===== src/sv/sled_pkg.sv =====
`default_nettype none
package sled_pkg;

  localparam int MAX_STRING_BYTES = 1024;
  // count never exceeds MAX_STRING_BYTES-1
  localparam int CountW = (MAX_STRING_BYTES > 2) ? $clog2(MAX_STRING_BYTES) : 1;
  localparam int LenW = 10;

  typedef logic [CountW-1:0] count_t;

  typedef enum logic [1:0] {
    MODE_PLAIN = 2'd0,
    MODE_ESC   = 2'd1,
    MODE_HEX1  = 2'd2,
    MODE_HEX2  = 2'd3
  } mode_t;

  typedef enum logic [1:0] {
    KIND_CHAR = 2'd0,
    KIND_END  = 2'd1,
    KIND_ERR  = 2'd2
  } kind_t;

  typedef enum logic [1:0] {
    ERR_NONE  = 2'd0,
    ERR_EARLY = 2'd1,
    ERR_LONG  = 2'd2,
    ERR_HEX   = 2'd3
  } err_t;

  localparam logic [7:0] CH_QUOTE  = 8'h22;
  localparam logic [7:0] CH_BSLASH = 8'h5C;
  localparam logic [7:0] CH_NL     = 8'h0A;
  localparam logic [7:0] CH_LC_B   = 8'h62;
  localparam logic [7:0] CH_LC_T   = 8'h74;
  localparam logic [7:0] CH_LC_N   = 8'h6E;
  localparam logic [7:0] CH_LC_V   = 8'h76;
  localparam logic [7:0] CH_LC_F   = 8'h66;
  localparam logic [7:0] CH_LC_R   = 8'h72;
  localparam logic [7:0] CH_LC_X   = 8'h78;

  typedef struct packed {
    logic [7:0]     char_out;
    kind_t          kind;
    err_t           error_code;
    logic [LenW-1:0] string_length;
  } res_t;

  // input stage to decoder
  typedef struct packed {
    logic       valid;
    logic [7:0] data;
    logic       eoi;
  } in_item_t;

  // {not a hex digit, digit value}
  function automatic logic [4:0] hex_value(input logic [7:0] b);
    logic [4:0] r;
    r = 5'b1_0000;
    if (b >= 8'h30 && b <= 8'h39) r = {1'b0, 4'(b - 8'h30)};
    else if (b >= 8'h41 && b <= 8'h46) r = {1'b0, 4'(b - 8'h37)};
    else if (b >= 8'h61 && b <= 8'h66) r = {1'b0, 4'(b - 8'h57)};
    return r;
  endfunction

  function automatic logic [LenW-1:0] to_len(input count_t c);
    logic [CountW+LenW-1:0] ext;
    ext = {{LenW{1'b0}}, c};
    return ext[LenW-1:0];
  endfunction

endpackage
`default_nettype wire


===== src/sv/sled_in_reg.sv =====
`default_nettype none
module sled_in_reg
  import sled_pkg::*;
(
  input  wire logic       clk,
  input  wire logic       rst,
  input  wire logic       in_valid,
  output logic            in_stall,
  input  wire logic [7:0] byte_in,
  input  wire logic       end_of_input,
  input  wire logic       advance,
  output in_item_t        item
);

  logic       vld;
  logic [7:0] data;
  logic       eoi;

  // stage can refill in the cycle its request moves on
  assign in_stall = vld && !advance;

  always_ff @(posedge clk) begin
    if (rst) begin
      vld <= 1'b0;
    end else if (!in_stall) begin
      vld <= in_valid;
    end
  end

  always_ff @(posedge clk) begin
    if (!in_stall && in_valid) begin
      data <= byte_in;
      eoi  <= end_of_input;
    end
  end

  assign item = '{valid: vld, data: data, eoi: eoi};

endmodule
`default_nettype wire


===== src/sv/sled_decode.sv =====
`default_nettype none
module sled_decode
  import sled_pkg::*;
(
  input  wire logic clk,
  input  wire logic rst,
  input  in_item_t  item,
  input  wire logic advance,
  output logic      emit,
  output res_t      res
);

  mode_t      mode, mode_next;
  count_t     count, count_next;
  logic [3:0] nibble, nibble_next;
  logic       nib_bad, nib_bad_next;
  logic [4:0] hv;
  logic [7:0] ch;
  logic       do_char;
  count_t     count_inc;

  always_ff @(posedge clk) begin
    if (rst) begin
      mode    <= MODE_PLAIN;
      count   <= '0;
      nibble  <= '0;
      nib_bad <= 1'b0;
    end else if (advance) begin
      mode    <= mode_next;
      count   <= count_next;
      nibble  <= nibble_next;
      nib_bad <= nib_bad_next;
    end
  end

  assign hv        = hex_value(item.data);
  assign count_inc = count + count_t'(1);

  always_comb begin
    mode_next    = mode;
    count_next   = count;
    nibble_next  = nibble;
    nib_bad_next = nib_bad;
    emit         = 1'b0;
    do_char      = 1'b0;
    ch           = item.data;
    res          = '{char_out: 8'h00, kind: KIND_ERR, error_code: ERR_NONE,
                     string_length: to_len(count)};

    if (item.eoi) begin
      emit           = 1'b1;
      res.error_code = ERR_EARLY;
    end else begin
      unique case (mode)
        MODE_PLAIN: begin
          if (item.data == CH_QUOTE) begin
            emit     = 1'b1;
            res.kind = KIND_END;
          end else if (count >= count_t'(MAX_STRING_BYTES - 1)) begin
            emit           = 1'b1;
            res.error_code = ERR_LONG;
          end else if (item.data == CH_BSLASH) begin
            mode_next = MODE_ESC;
          end else begin
            do_char = 1'b1;
          end
        end
        MODE_ESC: begin
          unique case (item.data)
            CH_NL:   mode_next = MODE_PLAIN;   // line continuation
            CH_LC_X: mode_next = MODE_HEX1;
            CH_LC_B: begin do_char = 1'b1; ch = 8'h08; end
            CH_LC_T: begin do_char = 1'b1; ch = 8'h09; end
            CH_LC_N: begin do_char = 1'b1; ch = 8'h0A; end
            CH_LC_V: begin do_char = 1'b1; ch = 8'h0B; end
            CH_LC_F: begin do_char = 1'b1; ch = 8'h0C; end
            CH_LC_R: begin do_char = 1'b1; ch = 8'h0D; end
            default: do_char = 1'b1;
          endcase
        end
        MODE_HEX1: begin
          nibble_next  = hv[3:0];
          nib_bad_next = hv[4];
          mode_next    = MODE_HEX2;
        end
        MODE_HEX2: begin
          if (nib_bad || hv[4]) begin
            emit           = 1'b1;
            res.error_code = ERR_HEX;
          end else begin
            do_char      = 1'b1;
            ch           = {nibble, hv[3:0]};
            nibble_next  = '0;
            nib_bad_next = 1'b0;
          end
        end
        default: mode_next = MODE_PLAIN;
      endcase
    end

    if (do_char) begin
      emit              = 1'b1;
      res.kind          = KIND_CHAR;
      res.char_out      = ch;
      res.string_length = to_len(count_inc);
      count_next        = count_inc;
      mode_next         = MODE_PLAIN;
    end else if (emit) begin
      // end or error: fresh start for the next string
      mode_next    = MODE_PLAIN;
      count_next   = '0;
      nibble_next  = '0;
      nib_bad_next = 1'b0;
    end

    if (!item.valid) emit = 1'b0;
  end

endmodule
`default_nettype wire


===== src/sv/string_literal_escape_decoder.sv =====
// String literal escape decoder.
// Input channel: in_valid / in_stall carry one raw byte of a string body
// (after the opening quote) per request, or an end_of_input flag.
// Output channel: out_valid / out_stall carry at most one result per input
// request: a decoded character (kind 0), end of string with its length
// (kind 1), or an error (kind 2) with error_code set. Backslash-newline and
// the leading bytes of an escape produce no result.
// Path: each request is captured in the input register, then decoded into
// the result register; a request that produces a result waits in the input
// register while the result register is full and stalled.
// Throughput: one byte per cycle while no result waits on out_stall;
// the mode and count update is a single short step between the input register and the result register.
// The receiver may stall at any time; the result register holds and the
// input register still drains bytes that produce no result. Once both are
// full, in_stall rises in the same cycle as out_stall.
// Reset (rst, synchronous) empties both registers and returns the decoder
// to plain mode with a zero count. After an end or an error the decoder
// restarts by itself for the next string.
`default_nettype none
module string_literal_escape_decoder
  import sled_pkg::*;
(
  input  wire logic       clk,
  input  wire logic       rst,
  input  wire logic       in_valid,
  output logic            in_stall,
  input  wire logic [7:0] byte_in,
  input  wire logic       end_of_input,
  output logic            out_valid,
  input  wire logic       out_stall,
  output logic [7:0]      char_out,
  output logic [1:0]      kind,
  output logic [1:0]      error_code,
  output logic [9:0]      string_length
);

  in_item_t item;
  logic     advance;
  logic     emit;
  res_t     res;
  res_t     res_reg;
  logic     load;

  assign advance = item.valid && (!out_valid || !out_stall || !emit);
  assign load    = advance && emit;

  sled_in_reg u_in_reg (
    .clk          (clk),
    .rst          (rst),
    .in_valid     (in_valid),
    .in_stall     (in_stall),
    .byte_in      (byte_in),
    .end_of_input (end_of_input),
    .advance      (advance),
    .item         (item)
  );

  sled_decode u_decode (
    .clk     (clk),
    .rst     (rst),
    .item    (item),
    .advance (advance),
    .emit    (emit),
    .res     (res)
  );

  always_ff @(posedge clk) begin
    if (rst) begin
      out_valid <= 1'b0;
    end else begin
      out_valid <= load || (out_valid && out_stall);
    end
  end

  always_ff @(posedge clk) begin
    if (load) begin
      res_reg <= res;
    end
  end

  assign char_out      = res_reg.char_out;
  assign kind          = res_reg.kind;
  assign error_code    = res_reg.error_code;
  assign string_length = res_reg.string_length;

  a_kind_legal: assert property (@(posedge clk) disable iff (rst)
    out_valid |-> (kind == KIND_CHAR || kind == KIND_END || kind == KIND_ERR))
    else $error("illegal result kind");

  a_char_no_err: assert property (@(posedge clk) disable iff (rst)
    out_valid && kind != KIND_ERR |-> error_code == ERR_NONE)
    else $error("error code on non-error result");

  a_err_coded: assert property (@(posedge clk) disable iff (rst)
    out_valid && kind == KIND_ERR |-> error_code != ERR_NONE && char_out == 8'h00)
    else $error("error result malformed");

  a_no_overwrite: assert property (@(posedge clk) disable iff (rst)
    out_valid && out_stall |-> !load)
    else $error("result register overwritten while stalled");

  a_reset_empty: assert property (@(posedge clk) disable iff (rst)
    $past(rst) |-> !out_valid)
    else $error("result valid straight after reset");

endmodule
`default_nettype wire


===== config.mk =====
export PLATFORM = sky130hd
export DESIGN_NAME = string_literal_escape_decoder
export DESIGN_NICKNAME = d
export VERILOG_FILES = /design/src/sv/sled_pkg.sv /design/src/sv/sled_in_reg.sv /design/src/sv/sled_decode.sv /design/src/sv/string_literal_escape_decoder.sv
export SDC_FILE = /design/constraint.sdc
export NUM_CORES = 1
export LEC_CHECK = 0
export ABC_AREA = 0
export CELL_PAD_IN_SITES_DETAIL_PLACEMENT = 1
export CELL_PAD_IN_SITES_GLOBAL_PLACEMENT = 1
export CORE_UTILIZATION = 45
export CTS_CLUSTER_DIAMETER = 80
export CTS_CLUSTER_SIZE = 20
export DETAILED_ROUTE_END_ITERATION = 16
export DONT_BUFFER_PORTS = 1
export GPL_ROUTABILITY_DRIVEN = 0
export GPL_TIMING_DRIVEN = 0
export PLACE_DENSITY_LB_ADDON = 0.1
export SYNTH_ARGS = -nofsm -noshare
export SYNTH_HDL_FRONTEND = slang
export SYNTH_SLANG_ARGS = --single-unit

===== constraint.sdc =====
create_clock -name clk -period 3.4 [get_ports clk]
set_input_delay 0.51 -clock clk [delete_from_list [all_inputs] [get_ports clk]]
set_output_delay 0.51 -clock clk [all_outputs]
set_load 0.01 [all_outputs]

### After elaboration in Yosys (flattened, before gate mapping)

Index checks and enable logic that the tools add are counted.

* add/subtract/negate cells: 4
* $lt $le $gt $ge: 7
* equal/unequal tests: 18
* muxes and demuxes: 49
* bitwise gates (word level): 1
* reductions and logical operators: 24

Operator list (count)
* 8-bit by 7-bit equality test with 1-bit output, second input constant: 8
* 8-bit one-hot mux with 6 select lines: 1
* 10-bit two-way mux: 3
* 2-bit two-way mux: 12
* 8-bit by 7-bit >= comparator with 1-bit output, second input constant: 2
* 8-bit by 7-bit <= comparator with 1-bit output, second input constant: 2
* 1-bit two-way mux: 16
* 4-bit two-way mux: 4
* 8-bit two-way mux: 2
* 8-bit one-hot mux with 2 select lines: 1
* 5-bit two-way mux: 3
* 10-bit by 1-bit adder with 10-bit output, second input constant: 1
* 10-bit >= comparator, second input constant: 1
* 8-bit by 4-bit equality test with 1-bit output, second input constant: 1
* 8-bit by 6-bit equality test with 1-bit output, second input constant: 1
* 8-bit by 6-bit >= comparator with 1-bit output, second input constant: 1
* 8-bit by 6-bit <= comparator with 1-bit output, second input constant: 1
* 1-bit logical AND: 8
* 4-bit by 3-bit != test with 1-bit output, second input constant: 2
* 2-bit one-hot mux with 2 select lines: 2
* 4-bit one-hot mux with 2 select lines: 1
* 4-bit by 3-bit subtractor with 4-bit output, second input constant: 2
* 7-bit AND reduction: 1
* 2-bit one-hot mux with 3 select lines: 1
* 17 further kinds: 26

* register bits after elaboration: 50
* input port bits: 13
* output and inout bits: 24
* logic and storage cells: 116

### Depth between registers and ports, before layout

* depth after elaboration: 18
* gate-level depth with buffers: 12
* gate-level depth less buffers: 11

### By module

From an unflattened synthesis, not the netlist that was laid out.

* cell total of the unflattened synthesis: 297
* area, all modules: 2981.6 µm²

By module, submodules not included
* sled_decode: times used 1, cells an instance 253, area an instance 1934.4 µm², sequential area each 340.3 µm²
* string_literal_escape_decoder: times used 1, cells an instance 29, area an instance 711.9 µm², sequential area each 680.7 µm²
* sled_in_reg: times used 1, cells an instance 15, area an instance 335.3 µm², sequential area each 290.3 µm²

### Worst setup path before layout

No wires, ideal clock.

* path type: register -> register
* from: register u_in_reg.data[0]
* to: register u_in_reg.data[0] (enable)
* setup time: 0.337 ns
* data arrival time: 2.583 ns
* required time: 3.063 ns
* setup slack: 0.480 ns
* cell stages (with the launch flop): 10
* path buffers: 1
* clock period less this slack: 2.920 ns
* cell sequence: edfxtp_1 clkbuf_1 inv_1 ha_1 or4b_1 a211o_1 nand3_2 o311ai_4 o311ai_1 and2_1

* cells in the longest elaborated chain, start to end: 18
* elaborated cells between the ends (all ways): 38
* those cells by class: order compare: 6; eq/ne: 4; mux: 16; reduce/logical: 12

Ends and longest elaborated chain
* from (decl): line sled_in_reg.sv:16 `logic [7:0] data;`
* from (signal assigned): line sled_in_reg.sv:32 `data <= byte_in;`
* 8-bit by 7-bit >= comparator with 1-bit output or 8-bit by 7-bit <= comparator with 1-bit output (tied branches): line sled_pkg.sv:62 `else if (b >= 8'h61 && b <= 8'h66) r = {1'b0, 4'(b - 8'h57)};`
* 1-bit logical AND: line sled_pkg.sv:62
* 5-bit two-way mux: line sled_pkg.sv:62
* 5-bit two-way mux: line sled_pkg.sv:61 `else if (b >= 8'h41 && b <= 8'h46) r = {1'b0, 4'(b - 8'h37)};`
* 5-bit two-way mux: line sled_pkg.sv:60 `if (b >= 8'h30 && b <= 8'h39) r = {1'b0, 4'(b - 8'h30)};`
* 1-bit logical OR: line sled_decode.sv:87 `if (nib_bad || hv[4]) begin`
* 1-bit two-way mux: line sled_decode.sv:87
* 1-bit one-hot mux with 3 select lines or 1-bit one-hot mux with 2 select lines (tied branches): line sled_decode.sv:54 `unique case (mode)`
* [... 2 more ...]
* 1-bit two-way mux (*): line sled_decode.sv:116 `if (!item.valid) emit = 1'b0;`
* 1-bit logical NOT (*): line string_literal_escape_decoder.sv:44 `assign advance = item.valid && (!out_valid || !out_stall || !emit);`
* 1-bit logical OR (*): line string_literal_escape_decoder.sv:44
* 1-bit logical AND (*): line string_literal_escape_decoder.sv:44
* 1-bit logical NOT (*): line sled_in_reg.sv:20 `assign in_stall = vld && !advance;`
* 1-bit logical AND (*): line sled_in_reg.sv:20
* 1-bit logical NOT (*)
* 1-bit logical AND (*): line sled_in_reg.sv:31 `if (!in_stall && in_valid) begin`

Mark *: on every way between the ends. The rest lies on a longest branch, timed or not.
A chain may end at the register's enable or synchronous reset.

### Worst setup path in the final report

* from: register u_in_reg.data[0]
* to: output in_stall

* cells in the longest elaborated chain, start to end: 16
* elaborated cells between the ends (all ways): 36
* those cells by class: order compare: 6; eq/ne: 4; mux: 16; reduce/logical: 10

Ends and longest elaborated chain
* 8-bit by 7-bit >= comparator with 1-bit output or 8-bit by 7-bit <= comparator with 1-bit output (tied branches): line sled_pkg.sv:62
* 1-bit logical AND: line sled_pkg.sv:62
* 5-bit two-way mux: line sled_pkg.sv:62
* 5-bit two-way mux: line sled_pkg.sv:61
* 5-bit two-way mux: line sled_pkg.sv:60
* 1-bit logical OR: line sled_decode.sv:87
* 1-bit two-way mux: line sled_decode.sv:87
* 1-bit one-hot mux with 3 select lines or 1-bit one-hot mux with 2 select lines (tied branches): line sled_decode.sv:54
* 1-bit two-way mux: line sled_decode.sv:50 `if (item.eoi) begin`
* 1-bit two-way mux (*): line sled_decode.sv:101 `if (do_char) begin`
* 1-bit two-way mux (*): line sled_decode.sv:116
* 1-bit logical NOT (*): line string_literal_escape_decoder.sv:44
* 1-bit logical OR (*): line string_literal_escape_decoder.sv:44
* 1-bit logical AND (*): line string_literal_escape_decoder.sv:44
* 1-bit logical NOT (*): line sled_in_reg.sv:20
* 1-bit logical AND (*): line sled_in_reg.sv:20
* to (decl): line string_literal_escape_decoder.sv:26 `output logic in_stall,`

Marks and branches as above.

==> results.sh <==
export IMPL_synth_seq_cells=50
export IMPL_avgRoutedWirePerCell_um=19.4
export IMPL_dieWidth_um=86.1
export IMPL_root_buffer="clkbuf_8"
export IMPL_rows=30
export IMPL_timing_critical_path_mode_cell="inv_1"
export IMPL_path_max_fanout=10
export IMPL_ff2ff_path_depth=10
export IMPL_finalSetupViolations=0
export IMPL_netlist_area_leader_share=0.293
export IMPL_synth_edf_count=31
export IMPL_end_kind="primary output"
export IMPL_required_ns=2.89
export IMPL_placed_area_um2=3300
export IMPL_hold_viol_final=0
export IMPL_routed_top_layer="met4"
export IMPL_dr_wl_met3_um=314
export IMPL_core_area_um2=6790
export IMPL_grt_start_max_net_pins=32
export IMPL_final_util=0.513
export IMPL_postRouteAntennaNets=0
export IMPL_drcViolationCount=0
export IMPL_ys_warn_count=0
export IMPL_cts_max_level=2
export IMPL_wl_met1_mm=4.20
export IMPL_min_period_ns=3.32
export IMPL_finalCritPeriodShare=0.977
export IMPL_criticalPathCategory="flip-flop to primary output"
export IMPL_power_density_nw_per_um2=344
export IMPL_synthArstFlopShare=0
export IMPL_dr_pass1_iters=5
export IMPL_ios=37
export IMPL_start_util=0.468
export IMPL_max_stage_delay_ns=0.41
export IMPL_overflow=0
export IMPL_ys_flop_type="edfxtp_1"
export IMPL_synth_cells=339
export IMPL_die_area_um2=7410
export IMPL_clock_path_buffers=2
export IMPL_critPathSlowestCell="edfxtp_1"
export IMPL_leakage_uw=0.00118
export IMPL_yosysTopAreaCell="edfxtp_1"
export IMPL_area_delta_synth_final_pct=9.68
export IMPL_multi_input_area_um2=1740
export IMPL_cts_hold_fix_buffers=0
export IMPL_syn_area_per_cell_um2=9.38
export IMPL_grt_pass1_wl_mm=14.0
export IMPL_drt_vias_per_instance=6.20
export IMPL_hpwl_mm=6.26
export IMPL_hold_class="input pin to flip-flop"
export IMPL_fmax_mhz=301
export IMPL_clock_latency_ns=0.32
export IMPL_worstSetupStartpointType="flip-flop"
export IMPL_grt_pass1_vias=2677
export IMPL_drv_cap=0
export IMPL_finalPower_uw=1200
export IMPL_synthTopCellsByArea="edfxtp_1 (29%), dfxtp_1 (12%), ha_1 (3.9%)"
export IMPL_tightest_slew_ns=1.01
export IMPL_wl_met2_mm=4.10
export IMPL_via_count=2784
export IMPL_cts_num_sinks=50
export IMPL_relSlewSlack=0.321
export IMPL_grt_use_total=0.244
export IMPL_antenna_found_initial=0
export IMPL_fin_skew_ns=0.0172
export IMPL_drt_initial_drc_count=239
export IMPL_die_h_um=86.1
export IMPL_nFillCells=762
export IMPL_ys_types=75
export IMPL_outcome="completed"
export IMPL_yosysSeqAreaShare=0.412
export IMPL_regArea_um2=1310
export IMPL_nNetsFinal=375
export IMPL_syn_nets=362
export IMPL_slew_viol_final=0
export IMPL_clk_pin_slew_ns=0.10
export IMPL_min_path_cells=0
export IMPL_peakVddDrop_uv=162
export IMPL_crit_arrival_ns=2.81
export IMPL_design_area_um2=3490
export IMPL_cts_tree="done"
export IMPL_wirelength_mm=8.70
export IMPL_numCtsBuffers=5
export IMPL_antennaDiodeCount=0
export IMPL_path_cells="clkbuf_4 > inv_1 > ha_2 > o21bai_1 > a21oi_2 > o21ba_2 > buf_6 > a21o_1 > o311ai_4 > inv_1"
export IMPL_drive_gt1_frac=0.130
export IMPL_syn_cell_area_um2=3180
export IMPL_portBuffers=0
layout by cell type (no fill, tap or decap), types with 4 or more instances in the layout:
master     n
edfxtp_1  31
xor2_1     6
nand3_1   13
nor2b_1    4
nand2_1   33
or2_2      4
a21oi_1   23
dfxtp_1   19
o21a_1     4
o21ai_0   13
a31oi_1    6
ha_1       8
and3_1     7
nor3_1    14
o22ai_1    4
clkbuf_1  14
o21bai_1   8
buf_4      8
inv_1     15
mux2i_1    6
nand2b_1   4
nor4_1     7
clkbuf_8   5
nor2_1    15
buf_2      4
power by group:
group	switching (uW)	internal [uW]	leakage, uW
clock network	227	154	0.0000506
logic	82.1	42.4	0.000688
registers	25.2	668	0.000446
total	334	865	0.00118
metal layers:
layer / vias to the layer above / track usage
met5: - / 0
met3: 11 / 0.0327
met4: 0 / 0.0530
met1: 1382 / 0.344
li1: 1301 / -
met2: 90 / 0.400
synthesized netlist by cell type (all sizes together), types with 6 or more instances:
| cell type | count |
|---|---|
| nand2 | 34 |
| edfxtp | 31 |
| a21oi | 24 |
| dfxtp | 19 |
| inv | 16 |
| o21ai | 16 |
| clkbuf | 15 |
| nor2 | 15 |
| nor3 | 15 |
| nand3 | 14 |
| ha | 10 |
| buf | 8 |
| o21bai | 8 |
| a31oi | 7 |
| and3 | 7 |
| nor4 | 7 |
| mux2i | 6 |
| xor2 | 6 |
layout make-up:
type                    instances  area share
plain buffers                  23      0.0316
repair buffers                  6      0.0129
flip-flops and latches         50       0.376
inverters                      16      0.0172
well taps                      96      0.0344
clock inverters                 3     0.00825
multi-input cells             250       0.500
clock buffers                   5      0.0197
state kept, by name (all words and copies together) (netlist names):
register          count
char_out              8
error_code            2
kind                  2
out_valid             1
string_length        10
u_decode.count       10
u_decode.mode         2
u_decode.nib_bad      1
u_decode.nibble       4
u_in_reg.data         8
u_in_reg.eoi          1
u_in_reg.vld          1
worst max-delay path, delay by kind of cell (launching register included):
kind | cells | cell delay, ns
compound gates | 5 | 1.19
fa+ha+maj | 1 | 0.29
buf+inv | 4 | 0.60
flops | 1 | 0.41
stage by stage:
stage               hold WS, ns  std cells  worst slack (ns)  setup TNS, ns
detailed placement        0.501        435            -0.184          -5.51
floorplan                 0.465        339             0.480              0
global placement          0.486        435            -0.136          -3.63
CTS                       0.281        443           0.00520              0
finish                    0.283        449            0.0770              0
global route              0.273        449           -0.0144        -0.0144
final timing paths:
path | startpoint | slack, ns | to
worst max register to register | u_in_reg.data[0] | 0.28 | u_in_reg.data[0]
worst max-delay path | u_in_reg.data[0] | 0.08 | in_stall
worst min register to register | u_decode.count[0] | 0.51 | u_decode.count[0]
worst min-delay path | byte_in[1] | 0.28 | u_in_reg.data[1]
cells by family after synthesis:
kind of cell               synth area share
and+or+nand+nor                       0.218
AOI/OAI and AO/OA                     0.228
DFF                                   0.412
buffers and inverters                0.0515
adders and majority gates            0.0394
xor gates and xnor gates             0.0248
muxes                                0.0260
repair_timing:
| item | CTS | global route |
|---|---|---|
| pin swaps | 1 | 2 |
| endpoints found under the setup margin | 41 | 1 |
| resized for setup | 8 | 1 |
| setup buffers | 0 | 6 |
Note: power is estimated with default switching activity, not from simulation.
